===== src/sv/png_uf_ram.sv =====
module png_uf_ram #(
    parameter int WIDTH = 8,
    parameter int DEPTH = 256
) (
    input  logic                     clk,
    input  logic                     we,
    input  logic [$clog2(DEPTH)-1:0] waddr,
    input  logic [WIDTH-1:0]         wdata,
    input  logic                     re,
    input  logic [$clog2(DEPTH)-1:0] raddr,
    output logic [WIDTH-1:0]         rdata
);

    logic [WIDTH-1:0] mem [DEPTH];
    logic [WIDTH-1:0] rdata_reg;

    always_ff @(posedge clk)
    begin
        if (we)
        begin
            mem[waddr] <= wdata;
        end
        if (re)
        begin
            rdata_reg <= mem[raddr];
        end
    end

    assign rdata = rdata_reg;

endmodule


===== config.mk =====
export PLATFORM = sky130hd
export DESIGN_NAME = png_uf_ram
export DESIGN_NICKNAME = d
export VERILOG_FILES = /design/src/sv/png_uf_ram.sv
export SDC_FILE = /design/constraint.sdc
export NUM_CORES = 2
export LEC_CHECK = 0
export BUFFER_PORTS_ARGS = -buffer_cell sky130_fd_sc_hd__buf_2
export CAP_MARGIN = 20
export CORE_UTILIZATION = 30
export CTS_BUF_LIST = sky130_fd_sc_hd__clkbuf_4
export CTS_CLUSTER_DIAMETER = 200
export DETAILED_ROUTE_END_ITERATION = 12
export SLEW_MARGIN = 15
export SYNTH_ARGS = -nofsm -noshare
export SYNTH_HDL_FRONTEND = slang
export SYNTH_SLANG_ARGS = --single-unit

===== constraint.sdc =====
create_clock -name clk -period 3.85 [get_ports clk]
set_input_delay 0.385 -clock clk [delete_from_list [all_inputs] [get_ports clk]]
set_output_delay 0.385 -clock clk [all_outputs]
set_load 0.01 [all_outputs]

# [After elaboration in Yosys (flattened, before gate mapping)]
# Memories as Yosys holds them, arrays and structs flattened. A register that Yosys moved wholly into a read port is not among the register bits.
# Index checks and enable logic that the tools add are counted.
[classes] muxes=2
[ops] cell="$mux 1" n=2
[word_totals] register_bits=0 mem_bits_rw=2048 inputBits=27 out_inout_bits=8 elab_cells=3 memories=1
[mem_list] name="mem" depth=256 width=8 rd=1 rd_clocked_by_memory_dff=1 write_ports=1 line_no="14" source="logic [WIDTH-1:0] mem [DEPTH];"

# [Logic depth before layout (Yosys ltp)]
[logic_depth] depth_word=2 mapped_depth=11 depth_no_buf=6

# [Least setup slack after synthesis]
# No wires, ideal clock.
[synth_timing] path_type="input-to-reg" startpoint="input raddr[0]" endpoint="register rdata_reg[2], in the netlist rdata[2], read port of mem, data pin" setup_ps=269 arrival_time_ps=2192 required_ps=3581 setup_slack_ps=1389 path_stages=9 n_path_buf=4 cell_sequence="buf_6 > buf_12 > buf_8 > buf_2 > mux4_2 > a22oi_1 > a21oi_1 > nor4_1 > nor4_2"
[synth_rtl] item="start: declaration" line_no="10" source="input logic [$clog2(DEPTH)-1:0] raddr,"
[synth_rtl] item="end: declaration" line_no="15" source="logic [WIDTH-1:0] rdata_reg;"

==> flow_metrics.env <==
export IMPL_drive_gt1_share_pct=34.2
export IMPL_seqPwrFrac_pct=54.8
export IMPL_synthCells=3733
export IMPL_ys_types=54
export IMPL_ctsResizeCount=0
export IMPL_postLayoutCoreUtil_pct=35.1
export IMPL_cts_made_buffers=545
export IMPL_drt_iter0_markers=4372
export IMPL_clock_root_buffer="clkbuf_4"
export IMPL_hold_viol_final=0
export IMPL_fin_worst_skew_ps=77.3
export IMPL_clk_latency_ps=1360
export IMPL_final_cell_area_mm2=0.0923
export IMPL_place_congestion=0.829
export IMPL_die_height_um=517
export IMPL_routed_wl_um=206000
export IMPL_grt_ovfl_total=0
export IMPL_sw_frac_of_total_pct=22.5
export IMPL_final_fill_count=24500
export IMPL_internal_power_mw=35.0
export IMPL_largest_reg_flops=2048
export IMPL_worstPathRequired_ps=4860
export IMPL_synthFlopType="edfxtp_1"
export IMPL_slew_viol_final=0
export IMPL_die_x_um=517
export IMPL_io_pins=35
export IMPL_core_area_mm2=0.263
export IMPL_hold_class="input pin to flip-flop"
export IMPL_p_sw_mw=10.1
export IMPL_endpoint_kind="flip-flop"
export IMPL_cp_arrival_ps=4140
export IMPL_antenna_found_initial=17
export IMPL_dpl_cell_area_mm2=0.0856
export IMPL_grtUsageTotal_pct=15.3
export IMPL_pre_cts_slack_ps=-97.8
export IMPL_grt_pass1_wl_um=297000
export IMPL_vias=41800
export IMPL_cts_tree="yes"
export IMPL_fp_dieArea_mm2=0.268
export IMPL_grt_pass1_vias=42900
export IMPL_synth_top_cells_by_area="edfxtp_1 78%, mux4_2 13%, mux2i_1 1.7%"
export IMPL_clkSinkCount=2056
export IMPL_numPlacedInstances=7365
export IMPL_worst_slew_pin_slew_ps=1260
export IMPL_nets=4448
export IMPL_drt_pass1_iterations=7
export IMPL_yosysTopAreaCell="edfxtp_1"
export IMPL_combPwrFrac_pct=5.1
export IMPL_setup_worst_path_class="flip-flop to flip-flop"
export IMPL_final_cells=8294
export IMPL_viasPerCell=5.04
export IMPL_period_share_pct=81.2
export IMPL_cellLeakagePower_nw=29.1
export IMPL_place_port_buffers=34
export IMPL_max_cap_violations=0
export IMPL_status="complete, no violations"
export IMPL_rows=188
export IMPL_syn2layout_area_growth_pct=15.9
export IMPL_ys_ff_latch=2056
export IMPL_setup_viol=0
export IMPL_max_freq_mhz=320
export IMPL_async_flop_share_pct=0
export IMPL_post_drt_wl_per_cell_um=24.8
export IMPL_drtAntennaViolNets=0
export IMPL_finalCriticalPeriod_ps=3120
export IMPL_htree_levels=6
export IMPL_grt_max_degree=136
export IMPL_p_clk_share_pct=40.1
export IMPL_layout_setup_ws_ps=725
export IMPL_maxSlewHeadroom_pct=15.3
export IMPL_drc=0
export IMPL_worst_path_max_fanout=2
export IMPL_rsz0062_at_grt="no"
export IMPL_initial_core_util_pct=30.3
export IMPL_ir_drop_mv=0.232
export IMPL_synth_edf_count=2056
export IMPL_yosysWarnings=0
export IMPL_crit_path_start_kind="flip-flop"
export IMPL_synth_top_cell_area_share_pct=77.5
export IMPL_syn_nets=3760
export IMPL_power_mw=45.1
export IMPL_dp_hpwl_um=126000
export IMPL_synth_seq_area_share_pct=77.5
export IMPL_clkTransAtPathRegs_ps=70
export IMPL_cts_path_max_buffers=4
export IMPL_netlist_area_mm2=0.0796
export IMPL_power_density_mw_per_mm2=489
export IMPL_avgSynthCellArea_um2=21.3
[Yosys cell counts, drive strengths merged (5+ instances only)]
cell type	n
o22a	5
a2111oi	5
mux4	456
a211oi	16
nand4	10
mux2i	134
a221oi	14
nand2b	8
o21ai	12
buf	122
o32ai	5
nor3	22
a22oi	133
nor4	27
o22ai	28
a21oi	96
nor2b	31
nand3	34
o211ai	10
o221ai	47
clkbuf	111
nor2	282
edfxtp	2056
a22o	8
and2	6
nand2	33
[final timing paths]
check | to | slack [ps] | cells past startpoint | from
hold / removal | mem[75][3] | 90 | 2 | wdata[3]
hold reg to reg | rdata[5] | 1220 | 7 | mem[32][5]
setup reg to reg | rdata[6] | 730 | 6 | mem[234][6]
setup / recovery | rdata[6] | 730 | 6 | mem[234][6]
[cells in the final DEF, fill, tap and decap left out, types with 13 or more instances in the layout]
cell type / instances
edfxtp_1: 2056
diode_2: 15
nor4_1: 24
nand2_1: 33
a21oi_1: 96
mux2i_1: 134
a211oi_1: 16
inv_2: 15
clkbuf_4: 762
buf_2: 22
a221oi_1: 13
dlygate4sd3_1: 23
o22ai_1: 28
nor3_1: 22
buf_4: 290
nor2_1: 279
nand3_1: 34
clkinv_2: 16
o221ai_1: 46
mux4_2: 454
clkinv_1: 89
nor2b_1: 28
a22oi_1: 133
buf_12: 29
[per-stage QoR]
stage	TNS, ps	hold WS, ps
floorplan	0	484
global route	0	13.8
finish	0	88.0
CTS	0	0.149
global placement	-110	819
detailed placement	-97.8	838
[metal layers]
| layer | wire length [um] | share of wire (%) | up-vias | global-route usage, % |
|---|---|---|---|---|
| met3 | 16100 | 7.8 | 372 | 3.53 |
| met2 | 98500 | 48 | 1888 | 24.1 |
| met4 | 6090 | 3.0 | 6 | 5.78 |
| li1 | - | - | 17400 | - |
| met1 | 85100 | 41 | 22100 | 20.5 |
| met5 | 40 | 0.019 | - | 0 |
[worst max-delay path, cell delays in order, from the launching register on]
cell and delay (ps):
edfxtp_1 360, mux4_2 510, o311ai_0 310, o22ai_1 200, nor4_1 1100, buf_4 280
nor4_2 50
[power by group through the flow]
stage | logic [mW] | clock network [mW] | registers (mW)
after floorplan | 1.20 | 0 | 25.2
after global placement | 2.27 | 0 | 25.2
after detailed placement | 2.30 | 0 | 25.2
after CTS | 2.32 | 18.6 | 24.7
after global routing | 2.42 | 19.7 | 24.7
final | 2.31 | 18.1 | 24.7
[cell families after synthesis]
logic type      Yosys count  synth area share [%]
flops                  2056                  77.5
mux                     591                  14.6
simple gates            466                  2.63
compound gates          385                  3.42
buf+inv                 235                  1.83
[final cells by class]
class	count	area [um2]	area share, %
Sequential cell	2056	61700	66.9
Multi-Input combinational cell	1442	16500	17.9
Clock buffer	762	5720	6.20
Tap cell	3515	4400	4.76
Timing Repair Buffer	374	3250	3.52
Clock inverter	128	669	0.725
Antenna cell	15	37.5	0.0407
Inverter	2	7.51	0.00813
[repair_timing]
| item | CTS | global route |
|---|---|---|
| setup buffers | 0 | 0 |
| hold buffers | 23 | 0 |
| hold endpoints to repair | 2790 | 0 |
Note: power is estimated with default switching activity, not from simulation.
