===== config.mk =====
export PLATFORM = sky130hd
export DESIGN_NAME = png_uf_recon
export DESIGN_NICKNAME = d
export VERILOG_FILES = /design/src/sv/png_uf_pkg.sv /design/src/sv/png_uf_recon.sv
export SDC_FILE = /design/constraint.sdc
export NUM_CORES = 1
export LEC_CHECK = 0
export ABC_AREA = 0
export BUFFER_PORTS_ARGS = -buffer_cell sky130_fd_sc_hd__buf_2
export CELL_PAD_IN_SITES_DETAIL_PLACEMENT = 1
export CELL_PAD_IN_SITES_GLOBAL_PLACEMENT = 1
export CORE_ASPECT_RATIO = 0.8
export CORE_UTILIZATION = 45
export CTS_BUF_LIST = sky130_fd_sc_hd__clkbuf_8 sky130_fd_sc_hd__clkbuf_16
export CTS_CLUSTER_SIZE = 12
export DETAILED_ROUTE_END_ITERATION = 8
export PLACE_DENSITY = 0.76
export REMOVE_ABC_BUFFERS = 1
export SYNTH_ARGS = -nofsm -noshare
export SYNTH_HDL_FRONTEND = slang
export SYNTH_SLANG_ARGS = --single-unit

===== constraint.sdc =====
create_clock -name clk -period 18.5 [get_ports clk]
set_clock_uncertainty 0.1 [all_clocks]
set_input_delay 3.7 -clock clk [delete_from_list [all_inputs] [get_ports clk]]
set_output_delay 3.7 -clock clk [all_outputs]
set_load 0.005 [all_outputs]

===== src/sv/png_uf_pkg.sv =====
package png_uf_pkg;

    localparam int MAX_ROW_BYTES = 16384;
    localparam int MAX_BPP       = 8;

    localparam int ROW_AW  = $clog2(MAX_ROW_BYTES);
    localparam int COL_W   = $clog2(MAX_ROW_BYTES + 1);
    localparam int SLOT_W  = $clog2(MAX_BPP);
    localparam int BPP_W   = 4;
    localparam int LEN_W   = 15;
    localparam int CFG_W   = 15;
    localparam int BYTE_W  = 8;
    localparam int KIND_W  = 3;

    // register indexes on the configuration port
    localparam logic REG_BPP     = 1'b0;
    localparam logic REG_ROW_LEN = 1'b1;

    // filter kinds
    localparam logic [KIND_W-1:0] FILT_NONE    = 3'd0;
    localparam logic [KIND_W-1:0] FILT_SUB     = 3'd1;
    localparam logic [KIND_W-1:0] FILT_UP      = 3'd2;
    localparam logic [KIND_W-1:0] FILT_AVG     = 3'd3;
    localparam logic [KIND_W-1:0] FILT_PAETH   = 3'd4;
    localparam logic [KIND_W-1:0] FILT_UNKNOWN = 3'd5;

    // one data byte handed from the front end to the reconstruction stage
    typedef struct packed {
        logic [BYTE_W-1:0] data;
        logic [ROW_AW-1:0] index;
        logic [SLOT_W-1:0] slot;
        logic [KIND_W-1:0] kind;
        logic              use_prior;
        logic              last;
    } issue_t;

endpackage


===== src/sv/png_uf_recon.sv =====
module png_uf_recon
    import png_uf_pkg::*;
(
    input  logic              clk,
    input  logic              rst_n,
    input  logic              issue_valid,
    input  issue_t            issue,
    input  logic              window_clear,
    output logic              issue_ready,
    input  logic [BYTE_W-1:0] prior_rdata,
    output logic              prior_we,
    output logic [ROW_AW-1:0] prior_waddr,
    output logic [BYTE_W-1:0] prior_wdata,
    output logic              out_valid,
    input  logic              out_ready,
    output logic [BYTE_W-1:0] out_byte,
    output logic              out_last
);

    issue_t            s1_reg;
    logic              s1_valid_reg;
    logic              out_valid_reg;
    logic [BYTE_W-1:0] out_byte_reg;
    logic              out_last_reg;
    logic [BYTE_W-1:0] left_reg   [MAX_BPP];
    logic [BYTE_W-1:0] upleft_reg [MAX_BPP];

    logic              out_free;
    logic              advance;
    logic [BYTE_W-1:0] a;
    logic [BYTE_W-1:0] b;
    logic [BYTE_W-1:0] c;
    logic [BYTE_W:0]   pa;
    logic [BYTE_W:0]   pb;
    logic [BYTE_W+1:0] sum_ab;
    logic [BYTE_W+1:0] two_c;
    logic [BYTE_W+1:0] pc;
    logic [BYTE_W-1:0] pred;
    logic [BYTE_W:0]   avg_sum;
    logic [BYTE_W-1:0] result;

    assign out_free    = !out_valid_reg || out_ready;
    assign advance     = s1_valid_reg && out_free;
    assign issue_ready = !s1_valid_reg || out_free;

    always_comb
    begin
        a       = left_reg[s1_reg.slot];
        b       = s1_reg.use_prior ? prior_rdata : '0;
        c       = s1_reg.use_prior ? upleft_reg[s1_reg.slot] : '0;
        pa      = (b > c) ? {1'b0, b} - {1'b0, c} : {1'b0, c} - {1'b0, b};
        pb      = (a > c) ? {1'b0, a} - {1'b0, c} : {1'b0, c} - {1'b0, a};
        sum_ab  = {2'b00, a} + {2'b00, b};
        two_c   = {1'b0, c, 1'b0};
        pc      = (sum_ab > two_c) ? sum_ab - two_c : two_c - sum_ab;
        avg_sum = {1'b0, a} + {1'b0, b};

        // pick the nearest of left, up, upper-left; ties in that order
        priority if ({1'b0, pa} <= {1'b0, pb} && {1'b0, pa} <= pc)
        begin
            pred = a;
        end
        else if ({1'b0, pb} <= pc)
        begin
            pred = b;
        end
        else
        begin
            pred = c;
        end

        unique case (s1_reg.kind)
            FILT_SUB:   result = s1_reg.data + a;
            FILT_UP:    result = s1_reg.data + b;
            FILT_AVG:   result = s1_reg.data + avg_sum[BYTE_W:1];
            FILT_PAETH: result = s1_reg.data + pred;
            default:    result = s1_reg.data;
        endcase
    end

    assign prior_we    = advance;
    assign prior_waddr = s1_reg.index;
    assign prior_wdata = result;

    always_ff @(posedge clk)
    begin
        if (issue_valid && issue_ready)
        begin
            s1_reg <= issue;
        end
        if (advance)
        begin
            out_byte_reg <= result;
            out_last_reg <= s1_reg.last;
        end
    end

    always_ff @(posedge clk or negedge rst_n)
    begin
        if (!rst_n)
        begin
            s1_valid_reg  <= 1'b0;
            out_valid_reg <= 1'b0;
        end
        else
        begin
            if (issue_valid && issue_ready)
            begin
                s1_valid_reg <= 1'b1;
            end
            else if (advance)
            begin
                s1_valid_reg <= 1'b0;
            end
            if (advance)
            begin
                out_valid_reg <= 1'b1;
            end
            else if (out_ready)
            begin
                out_valid_reg <= 1'b0;
            end
        end
    end

    // window clear at a filter byte wins over the write of the previous row's last byte
    for (genvar k = 0; k < MAX_BPP; k++)
    begin : g_win
        always_ff @(posedge clk or negedge rst_n)
        begin
            if (!rst_n)
            begin
                left_reg[k]   <= '0;
                upleft_reg[k] <= '0;
            end
            else if (window_clear)
            begin
                left_reg[k]   <= '0;
                upleft_reg[k] <= '0;
            end
            else if (advance && s1_reg.slot == SLOT_W'(k))
            begin
                left_reg[k]   <= result;
                upleft_reg[k] <= b;
            end
        end
    end

    assign out_valid = out_valid_reg;
    assign out_byte  = out_byte_reg;
    assign out_last  = out_last_reg;

endmodule


# Yosys cells after proc, flatten, opt, wreduce, memory -nomap -nowiden
# Cells that the tools add are included.
[totals]
output_inout_bits = 34
elab_cells = 133
register_bits = 169
input_bits = 43
[classes]
n_bitwise = 1
n_lt_le_gt_ge = 7
n_reduce_logical = 26
muxes = 50
addsub = 12
n_eq_ne = 11
[op_table]
columns = ["op", "n"]
rows = [
  ["8-bit two-way mux", 40],
  ["8-bit binary-select mux with 3-bit select", 2],
  ["8-bit by 8-bit subtractor with 9-bit output", 4],
  ["8-bit adder", 4],
  ["8-bit case mux with 4 select lines", 1],
  ["9-bit by 10-bit less-or-equal comparator with 1-bit output", 2],
  ["2-bit nonzero test", 10],
  ["9-bit by 9-bit subtractor with 10-bit output", 2],
  ["8-bit by 8-bit adder with 9-bit output", 2],
  ["9-bit two-way mux", 2],
  ["8-bit > comparator", 2],
  ["3-bit == test, second input constant", 5],
  ["3-bit by 2-bit == test with 1-bit output, second input constant", 4],
  ["1-bit logical AND", 11],
  ["10-bit two-way mux", 1],
  ["9-bit > comparator", 1],
  ["9-bit less-or-equal comparator", 1],
  ["3-bit by 1-bit == test with 1-bit output, second input constant", 2],
  ["4-bit greater-or-equal comparator, second input constant", 1],
  ["1-bit two-way mux", 4],
  ["3-bit NOT with 4-bit output", 1],
  ["3-bit zero test", 1],
  ["1-bit zero test", 2],
  ["1-bit logical OR", 2],
]

# Depth between registers and ports, before layout
[logic_depth]
ltp_word = 14
ltp_mapped = 49
ltp_nobuf = 42

# Least setup slack after synthesis
# OpenSTA, ideal clock, no wires.
[synth_path]
kind = "input to output"
startpoint = "in prior_rdata[1]"
endpoint = "out prior_wdata[7]"
n_path_buf = 2
setup_slack_ps = 3431
t_arrival_ps = 11269
t_required_ps = 14700
path_stages = 39
path_cell_list = "nand2_1 -> inv_1 -> ha_1 -> a21o_1 -> a21oi_1 -> o21bai_1 -> a21oi_1 -> o21bai_1 -> a21oi_1 -> xnor2_1 -> ha_1 -> buf_6 -> and2_4 -> a221oi_2 -> nand3_2 -> nand2_4 -> clkbuf_1 -> mux2i_1 -> (+3 left out) -> ha_1 -> and3_1 -> or3b_1 -> o311a_1 -> a21o_1 -> nor2_1 -> nor2_1 -> a221oi_1 -> ha_1 -> a21oi_1 -> o21bai_1 -> a21oi_1 -> o21bai_1 -> a21oi_1 -> o2111a_1 -> a2111oi_4 -> xnor2_2 -> inv_2"
[synth_via]
elab_chain_len = 9
elab_cells_between_ends = 21
classes_between = "add/sub (9); order compare (5); mux (6); reduce/logical (1)"
[synth_lines]
columns = ["item", "line", "rtl"]
rows = [
  ["start: declaration", "png_uf_recon.sv:10", "input logic [BYTE_W-1:0] prior_rdata,"],
  ["8-bit two-way mux *", "png_uf_recon.sv:49", "b = s1_reg.use_prior ? prior_rdata : '0;"],
  ["8-bit by 8-bit adder with 9-bit output", "png_uf_recon.sv:53, png_uf_recon.sv:56", ""],
  ["9-bit by 9-bit subtractor with 10-bit output or 9-bit > comparator (tied branches)", "png_uf_recon.sv:55", "pc = (sum_ab > two_c) ? sum_ab - two_c : two_c - sum_ab;"],
  ["10-bit two-way mux", "png_uf_recon.sv:55", ""],
  ["9-bit by 10-bit less-or-equal comparator with 1-bit output, on equally long branches", "png_uf_recon.sv:63, png_uf_recon.sv:59", ""],
  ["8-bit two-way mux or 1-bit logical AND (tied branches)", "png_uf_recon.sv:63, png_uf_recon.sv:59", ""],
  ["8-bit two-way mux", "png_uf_recon.sv:59", "priority if ({1'b0, pa} <= {1'b0, pb} && {1'b0, pa} <= pc)"],
  ["8-bit adder", "png_uf_recon.sv:76", "FILT_PAETH: result = s1_reg.data + pred;"],
  ["8-bit case mux with 4 select lines *", "png_uf_recon.sv:72", "unique case (s1_reg.kind)"],
  ["end: declaration", "png_uf_recon.sv:13", "output logic [BYTE_W-1:0] prior_wdata,"],
]
# Every way passes the cells marked *; elsewhere a longest branch is shown, timed or not.

# Worst setup path in the final report
[layout_path]
startpoint = "in prior_rdata[0]"
endpoint = "out prior_wdata[7]"
# Same word-level chain as after synthesis.

==> qor.csv <==
stage,metric,value,unit
status,outcome,finished with violations,
status,failed_checks,design-rule violations,
detailed_routing,post_detailed_route_drc_marker_count,18,
clocking,cts_post_setup_buffers_inserted,0,
detailed_routing,detailroute.via_count,9307,
logic_synthesis,share_of_async_settable_or_async_resettable_flops_after_synthesis,76.9,%
logic_synthesis,synth-seq-area-share,39.2,%
timing,worst_max_slew_pin_slew,1.32,ns
clocking,clk_transition_reported_paths,0.06,ns
clocking,cts.sinks,169,
timing,max-slew-margin-rel,12.0,%
detailed_routing,drtIter0Drc,785,
final_layout,num_antenna_cells,0,
timing,fmax,60.2,MHz
placement,place_hpwl,24900,um
setup_path,worst_setup_path_start_kind,primary input,
floorplan,die_area,0.0257,mm^2
setup_path,cp.required,14.70,ns
logic_synthesis,synth_cells,1192,
grt,grt_pass1_wl,54900,um
clocking,cts_tree,built,
logic_synthesis,most_used_flip_flop_cell_after_synthesis,sky130_fd_sc_hd__dfrtp_1,
final_layout,layoutNonFillerInstCount,1548,
floorplan,die_w,179,um
clocking,cts.hold.buffers_added,0,
detailed_routing,detail-route-antenna-nets,0,
setup_path,worstPathMaxFanout,16,
final_layout,most-common-layout-cells,"sky130_fd_sc_hd__nor2_1, sky130_fd_sc_hd__a21oi_1, sky130_fd_sc_hd__dfrtp_1",
detailed_routing,dr.pass1.iters,7,
floorplan,die_h,144,um
floorplan,start_util,46.1,%
hold_path,class_of_the_tightest_hold_or_removal_check,reg2reg,
placement,dp_cells,1516,
final_layout,synthToLayoutAreaGrowth,10.5,%
final_layout,layout.cells.most_common,sky130_fd_sc_hd__nor2_1,
detailed_routing,vias_per_cell,6.01,
timing,rsz0062_at_grt,false,
timing,timing.final.crit_share,89.8,%
placement,globalplace.congestion,0.905,
clocking,post_cts_resized,0,
power,vdd_drop_max,0.0686,mV
power,total_leakage_power,5.64,nW
setup_path,arr_time_crit_path,12.82,ns
grt,first_global_vias,9555,
logic_synthesis,synth.ff_latch_count,169,
logic_synthesis,synthesized_area,0.0113,mm^2
detailed_routing,route.final.wire_length,34800,um
floorplan,core_region_area,0.0245,mm^2
grt,antenna_found_initial,0,
logic_synthesis,yosysWarningCount,0,
clocking,max-clock-path-buffers,2,
grt,grt_start_max_net_pins,78,
setup_path,cp-end-kind,output pin,
grt,gr-usage-all-layers,28.4,%
setup_path,cpMaxStageDelayCell,sky130_fd_sc_hd__xnor2_2,
timing,setup_viol,0,
logic_synthesis,post_synth_num_cell_types,69,
detailed_routing,detail_route.wl_per_cell,22.5,um
clocking,root_buffer,sky130_fd_sc_hd__clkbuf_16,
logic_synthesis,synth_enable_flop_cells,39,
grt,grt_remaining_overflow,0,
placement,port_buffers,76,
floorplan,num_rows,51,
timing,totalNegativeSetupSlack,0,ns
floorplan,boundaryPins,77,
timing,report.final.slew_viol_count,0,
power,power_per_cell_area,93.9,mW/mm^2
run,max_cap_violations,0,
final_layout,layout.core_utilization,50.9,%
setup_path,max_stage_delay,0.67,ns
final_layout,final_net_count,1355,
setup_path,timing_worst_setup_path_type,in2out,
clocking,htreeDepth,4,
final_layout,drive_gt1_share,15.4,%
clocking,worst_skew_pair.late_latency,0.44,ns
clocking,cts_buffers,17,
timing,timing.final.hold_violations,0,
logic_synthesis,syn-mean-instance-area,9.47,um^2
setup_path,cpMostUsedCell,sky130_fd_sc_hd__a21oi_1,
timing,layout_min_cycle_time,16.62,ns
==> cells in the mapped netlist, drive strengths merged (25+ instances only) <==
master | n | area (um^2)
a21oi | 133 | 669
dfrtp | 130 | 3250
o21ai | 25 | 125
mux4 | 32 | 721
ha | 87 | 1090
nor2 | 225 | 845
nand2 | 69 | 267
clkbuf | 61 | 229
a211oi | 63 | 513
inv | 68 | 255
a21o | 31 | 233
edfxtp | 39 | 1170
==> metal layers <==
| layer | GRT usage [%] | wire (um) |
|---|---|---|
| met1 | 39.9 | 15800 |
| met4 | 8.47 | 702 |
| met2 | 44.9 | 16000 |
| met5 | 0 | 0 |
| met3 | 4.76 | 2210 |
==> per-stage QoR <==
stage | hold slack [ns] | worst slack (ns) | total power [mW] | instance area, um^2
floorplan | 0.300 | 3.42 | 0.658 | 10900
global placement | 0.304 | 2.45 | 0.764 | 11800
detailed placement | 0.333 | 2.06 | 0.774 | 11800
CTS | 0.346 | 2.01 | 1.17 | 12500
global route | 0.355 | 1.32 | 1.23 | 12500
finish | 0.343 | 1.88 | 1.17 | 12500
==> final timing paths <==
check,startpoint,end,slack (ns),cells after the start
max in group asynchronous,rst_n,upleft_reg[58]$_DFFE_PN0P_,13.65,2
min reg2reg,s1_reg[0]$_DFFE_PP_,out_last$_DFFE_PP_,0.34,0
max reg2reg,s1_reg[5]$_DFFE_PP_,left_reg[55]$_DFFE_PN0P_,7.38,39
min,s1_reg[0]$_DFFE_PP_,out_last$_DFFE_PP_,0.34,0
min in group asynchronous,rst_n,left_reg[28]$_DFFE_PN0P_,3.28,1
max,prior_rdata[0],prior_wdata[7],1.88,38
==> logic make-up after synthesis <==
group,share of synthesized area (%)
fa+ha+maj,11.1
buf+inv,5.70
xor+xnor,2.47
mux,9.41
flops,39.2
compound gates,18.1
simple gates,14.0
==> worst max-delay path: cells and delay by family <==
family | cells | cell delay, ns
AO/OA/AOI/OAI | 18 | 3.80
XOR/XNOR | 2 | 0.78
adder cells (fa/ha/maj) | 5 | 1.74
buffers and inverters | 4 | 0.48
multiplexers | 1 | 0.29
AND/OR/NAND/NOR | 8 | 2.01
==> where the power goes <==
part           internal, mW  switching, mW  total (mW)  leakage, nW
Sequential            0.398        0.00836       0.406         2.17
Combinational         0.138          0.229       0.367         3.14
Clock                 0.245          0.152       0.397        0.330
==> layout make-up <==
type                    instances  area (um^2)
fillers                      2789        12000
multi-input cells             869         6230
flip-flops and latches        169         4420
repair buffers                 91          498
clock buffers                  20          489
well taps                     318          398
inverters                      69          259
clock inverters                12          170
No activity file was read; power rests on OpenSTA's default activity.
